## config.mk

```make
export PLATFORM = sky130hd
export DESIGN_NAME = bpu_ctrl
export DESIGN_NICKNAME = d
export VERILOG_FILES = /design/src/design/bpu_pkg.sv /design/src/design/bpu_ctrl.sv
export SDC_FILE = /design/constraint.sdc
export NUM_CORES = 1
export LEC_CHECK = 0
export ABC_AREA = 1
export BUFFER_PORTS_ARGS = -buffer_cell sky130_fd_sc_hd__buf_2
export CAP_MARGIN = 15
export CORE_AREA = 2 2 39 41
export CTS_CLUSTER_DIAMETER = 60
export DETAILED_ROUTE_END_ITERATION = 10
export DIE_AREA = 0 0 41 43
export PLACE_DENSITY = 0.82
export REMOVE_ABC_BUFFERS = 1
export SLEW_MARGIN = 20
export SYNTH_ARGS = -nofsm -noshare
export SYNTH_HDL_FRONTEND = slang
export SYNTH_SLANG_ARGS = --single-unit
```

## constraint.sdc

```tcl
create_clock -name i_clk -period 1.45 [get_ports i_clk]
set_input_delay 0.29 -clock i_clk [delete_from_list [all_inputs] [get_ports i_clk]]
set_output_delay 0.29 -clock i_clk [all_outputs]
set_load 0.005 [all_outputs]
```

## src/design/bpu_pkg.sv

```systemverilog
package bpu_pkg;

    localparam int PALETTE_DEPTH_DEF = 256;
    localparam int MAX_WIDTH_DEF     = 4096;
    localparam int MAX_HEIGHT_DEF    = 4096;

    // register indexes of the configuration port
    localparam logic [2:0] REG_BPP    = 3'd0;
    localparam logic [2:0] REG_WIDTH  = 3'd1;
    localparam logic [2:0] REG_HEIGHT = 3'd2;
    localparam logic [2:0] REG_RMASK  = 3'd3;
    localparam logic [2:0] REG_GMASK  = 3'd4;
    localparam logic [2:0] REG_BMASK  = 3'd5;
    localparam logic [2:0] REG_AMASK  = 3'd6;

    localparam logic OP_PIXEL   = 1'b0;
    localparam logic OP_PALETTE = 1'b1;

    localparam logic [7:0] FULL_CHAN = 8'd255;

    typedef struct packed {
        logic in_ready;
        logic pal_wr;
        logic take;
        logic fin;
        logic div_load;
        logic rgb_load;
        logic pal_rd;
        logic pal_load;
        logic div_step;
        logic bf_load;
        logic pix_adv;
        logic out_valid;
    } t_cmd;

    typedef struct packed {
        logic bpp_ok;
        logic pal_mode;
        logic bf_mode;
        logic pix_emit;
        logic col_lt_w;
        logic out_last;
    } t_status;

endpackage

```

## src/design/bpu_ctrl.sv

```systemverilog
module bpu_ctrl (
    input  logic             i_clk,
    input  logic             i_rst_n,
    input  logic             i_in_valid,
    input  logic             i_in_op,
    input  logic             i_out_ready,
    input  bpu_pkg::t_status i_status,
    output bpu_pkg::t_cmd    o_cmd
);
    import bpu_pkg::*;

    localparam logic [2:0] S_IDLE   = 3'd0;
    localparam logic [2:0] S_PRD    = 3'd1;
    localparam logic [2:0] S_PLOAD  = 3'd2;
    localparam logic [2:0] S_DIV    = 3'd3;
    localparam logic [2:0] S_BFLOAD = 3'd4;
    localparam logic [2:0] S_OUT    = 3'd5;

    logic [2:0] r_state, n_state;
    logic [2:0] r_cnt, n_cnt;
    logic       acc, take, out_xfer;

    assign acc      = (r_state == S_IDLE) && i_in_valid;
    assign take     = acc && (i_in_op == OP_PIXEL) && i_status.bpp_ok;
    assign out_xfer = (r_state == S_OUT) && i_out_ready;

    always_comb begin
        o_cmd.in_ready  = r_state == S_IDLE;
        o_cmd.pal_wr    = acc && (i_in_op == OP_PALETTE);
        o_cmd.take      = take;
        o_cmd.fin       = (take && ((i_status.pal_mode && !i_status.col_lt_w)
                                 || (!i_status.pal_mode && !i_status.pix_emit)))
                       || (out_xfer && i_status.out_last);
        o_cmd.div_load  = take && i_status.bf_mode && i_status.pix_emit;
        o_cmd.rgb_load  = take && !i_status.pal_mode && !i_status.bf_mode
                       && i_status.pix_emit;
        o_cmd.pal_rd    = r_state == S_PRD;
        o_cmd.pal_load  = r_state == S_PLOAD;
        o_cmd.div_step  = r_state == S_DIV;
        o_cmd.bf_load   = r_state == S_BFLOAD;
        o_cmd.pix_adv   = out_xfer;
        o_cmd.out_valid = r_state == S_OUT;
    end

    always_comb begin
        n_state = r_state;
        n_cnt   = r_cnt;
        case (r_state)
            S_IDLE: begin
                n_cnt = 3'd0;
                if (take) begin
                    if (i_status.pal_mode) begin
                        if (i_status.col_lt_w) begin
                            n_state = S_PRD;
                        end
                    end else if (i_status.pix_emit) begin
                        n_state = i_status.bf_mode ? S_DIV : S_OUT;
                    end
                end
            end
            S_PRD:    n_state = S_PLOAD;
            S_PLOAD:  n_state = S_OUT;
            S_DIV: begin
                n_cnt = r_cnt + 3'd1;
                if (r_cnt == 3'd7) begin
                    n_state = S_BFLOAD;
                end
            end
            S_BFLOAD: n_state = S_OUT;
            S_OUT: begin
                if (i_out_ready) begin
                    n_state = i_status.out_last ? S_IDLE : S_PRD;
                end
            end
            default:  n_state = S_IDLE;
        endcase
    end

    always_ff @(posedge i_clk) begin
        if (!i_rst_n) begin
            r_state <= S_IDLE;
            r_cnt   <= 3'd0;
        end else begin
            r_state <= n_state;
            r_cnt   <= n_cnt;
        end
    end

    ap_out_blocks_in: assert property (@(posedge i_clk) disable iff (!i_rst_n)
        o_cmd.out_valid |-> !o_cmd.in_ready)
        else $error("input ready while a pixel is pending");
    ap_pal_read_order: assert property (@(posedge i_clk) disable iff (!i_rst_n)
        (r_state == S_PRD) |=> (r_state == S_PLOAD))
        else $error("palette read not followed by load");
    ap_div_length: assert property (@(posedge i_clk) disable iff (!i_rst_n)
        (r_state == S_BFLOAD) |-> ($past(r_state) == S_DIV) && ($past(r_cnt) == 3'd7))
        else $error("divide ended early");
endmodule

```

==> impl_results.md <==
* Final Max Tran Viols at 0
* Share of the cycle needed by the critical path after routing at 1.091
* Largest vdd supply drop at 0.001042 V
* Worst reg-to-reg path cell count at 10
* Total die area at 1763 um^2
* Maximum number of pins on one net before global-route repair at 7
* Async SR Flop Fraction at 0
* Final Routed Wirelength at 1.544 mm
* ANT nets after route at 0
* Final Hold Viols at 0
* Number of optimization iterations in the first detailed-route pass at 4
* Worst Hold Slack at 0.3164 ns
* CTS max path bufs at 2
* Root Buffer: sky130_fd_sc_hd__clkbuf_4
* Leakage power figure at 0.0004653 uW
* Worst setup margin at -0.1317 ns
* Required @ worst endpoint at 1.16 ns
* Post-Syn Area per Cell at 6.687 um^2
* Hold Path Sink: r_state[1]
* Number of cells on the worst hold path at 3
* Via count of the first global-routing pass at 580
* WP data arrival at 1.29 ns
* Number of synthesized register bits at 6
* Die Y at 43 um
* Synthesized-area fraction occupied by adder cells at 0.04301
* CP peak stage delay at 0.36 ns
* Clk pin slew, worst setup/hold paths at 0.04 ns
* CTS tree: built
* Core Region at 1384 um^2
* Number of flops mapped to enable cells by yosys at 0
* Residual DRC count at 0
* Final clock skew at 0.001692 ns
* Sequential cell area fraction in the yosys report at 0.2065
* Top delay family on crit path: simple AND/OR/NAND/NOR gates
* Beginning of the worst hold path: i_rst_n
* Library cell with the highest instance count after synthesis: sky130_fd_sc_hd__inv_1
* Cell taking the most area after synthesis: sky130_fd_sc_hd__dfxtp_1
* Ranking of synthesized cells by instance count: sky130_fd_sc_hd__inv_1 (14), sky130_fd_sc_hd__nand2_1 (13), sky130_fd_sc_hd__nor2_1 (11)
* Worst rel slew slack at 0.8199
* Starting density of the core at 0.4204
* Violations in the final reports: setup timing
* Diode count at 0
* YS warnings at 0
* Number of antenna violations at the first check in global routing at 0
* Buffering stage count on the worst path with inverters included at 2
* Final setup violation count at 3
* Multiplexer share of the synthesized area at 0
* Most numerous cell on the critical path: sky130_fd_sc_hd__nor2_4
* Worst hold path class: in -> reg
* Clock period minus worst slack at 1.582 ns
* Aggregate global-route resource usage at 0.1948
* Placed wire-length estimate after detailed placement at 1.148 mm
* Fill cell count at 138
* Area growth, synth to finish at 43.23%
* Drt via density at 4.837
* Die X-Extent at 41 um
* Internal reg-to-reg setup slack at 0.12 ns
* Synth Area in XOR/XNOR at 0
* Power per cell area at 1959 nW/um^2
* Post-synth cell types at 25
* I/O pin count at 23
* Outcome: finished with violations
* CP cell instances: nor2_4 -> nand3_4 -> nor2_4 -> inv_2 -> nor3_2 -> buf_2
* Total CTS buffers at 3
* Highest attainable clock frequency at 632.2 MHz
* Primary flip-flop cell chosen by synthesis mapping: sky130_fd_sc_hd__dfxtp_1
* Top cell type's share of synthesized area at 0.2065
* Type of element capturing the critical path: output pin
* Number of port buffers at 22
* Global route total overflow at 0
* Global placement routability congestion at 0.8246
* Number of maximum-capacitance constraint violations at 0
* Worst flop-to-flop path startpoint: r_state[1]
* Fraction of layout cells with a size suffix above 1 at 0.5294
* H-tree depth reported by CTS at 1
* Worst-margin pin slew at 0.2689 ns
* Utilization of the core after routing at 0.6022
* WL/cell at 11.44 um
* Crit start category: flop
* RSZ-0062 raised after global routing: true
* Row cnt at 14
* Largest family of logic cells by synthesized area: simple AND/OR/NAND/NOR gates
* Clock network latency to the later pin of the worst-skew pair at 0.24 ns
* Routed via count at 653
* Synth Area in Simple Gates at 0.4667
* Biggest area contributors in the synthesized netlist: sky130_fd_sc_hd__dfxtp_1 (21%), sky130_fd_sc_hd__inv_1 (9.0%), sky130_fd_sc_hd__nand2_1 (8.4%)
* Number of sinks driven by the clock tree at 6
* Post-synthesis compound-gate area fraction at 0.1140
* Global-route wire length before repair at 2.311 mm
* WS Path Type: reg -> out
* Maximum fanout along the worst path at 5
* Crit path max-delay cell type: sky130_fd_sc_hd__dfxtp_4
* Number of nets in the layout at 134
* Number of DRC violations after detailed-routing iteration 0 at 16
* Cells after Synth at 87
* Critical register-to-register path endpoint: r_state[2]
* Syn Std Cell Area at 581.8 um^2
## layout make-up
class                      instances  area [um^2]  area share
timing repair buffer              32        188.9      0.2267
tap                               16        20.02     0.02402
multi-input combinational         60        395.4      0.4745
clock buffer                       3        22.52     0.02703
sequential                         6        131.4      0.1577
inverter                          18        75.07     0.09009
## how the worst max path moves through the flow
stage | cells past startpoint | slack [ns] | from | to
final | 6 | -0.13 | r_state[1] | o_cmd[6]
after floorplan | 5 | 0.12 | r_state[1] | o_cmd[8]
after global routing | 6 | -0.21 | r_state[1] | o_cmd[6]
after CTS | 6 | -0.1 | r_state[0] | o_cmd[7]
after detailed placement | 8 | 0.06 | r_state[1] | r_state[1]
after global placement | 7 | 0.1 | i_in_op | o_cmd[8]
## per-layer routing
metal | part of all wire | wire, um | up-vias | GRT usage
li1 | - | - | 336 | -
met1 | 0.39 | 607 | 297 | 0.2122
met2 | 0.56 | 861 | 18 | 0.3344
met3 | 0.042 | 65 | 2 | 0.03141
met4 | 0.0065 | 10 | 0 | 0.1000
met5 | 0 | 0 | - | 0
## registers in the layout (all words and copies together), names as in the netlist
register	cells
r_cnt	3
r_state	3
## timing repair
action,4_1_cts,5_1_grt
hold buffers,0,0
gates resized for setup,8,9
pin swaps,3,6
setup endpoints to repair,8,10
hold endpoints to repair,0,0
setup buffers,6,3
## layout by cell type (no fill, tap or decap), types with 4 or more instances in the layout
cell	netlist	routed
sky130_fd_sc_hd__buf_4	2	9
sky130_fd_sc_hd__a21oi_1	5	5
sky130_fd_sc_hd__buf_2	0	22
sky130_fd_sc_hd__inv_1	14	13
sky130_fd_sc_hd__nand2_2	5	4
sky130_fd_sc_hd__nor2_1	11	9
sky130_fd_sc_hd__nand2_1	13	13
## tightest hold or removal path, cell delays in order
cell                      delay (ns)
sky130_fd_sc_hd__buf_2          0.13
sky130_fd_sc_hd__nand2_2        0.07
sky130_fd_sc_hd__nor2_2         0.03
## where the power goes
group / internal (uW) / switching (uW) / total [uW] / leakage, uW
Combinational: 527 / 640 / 1170 / 0.000401
Clock: 93.5 / 57.7 / 151 / 0.0000138
Sequential: 236 / 79.3 / 315 / 0.0000509
Total: 856 / 777 / 1630 / 0.000465
## kinds of logic (layout without fill, tap and decap cells)
logic type      count (synthesis)  in the layout
flops                           6              6
simple gates                   46             46
buf+inv                        21             53
fa+ha+maj                       2              2
compound gates                 12             12
## through the flow
stage                     cell area (um^2)  power [uW]  instances  setup slack (ns)  TNS (ns)
after floorplan                      555.5       908.6         84            0.1168         0
after global placement               700.7        1138        124           0.09844         0
after detailed placement             700.7        1172        124           0.06366         0
after CTS                            787.0        1470        133          -0.09647   -0.2609
after global routing                 833.3        1762        135           -0.2103   -0.7316
final                                833.3        1633        135           -0.1317   -0.3442
Note: power is estimated with default switching activity, not from simulation.
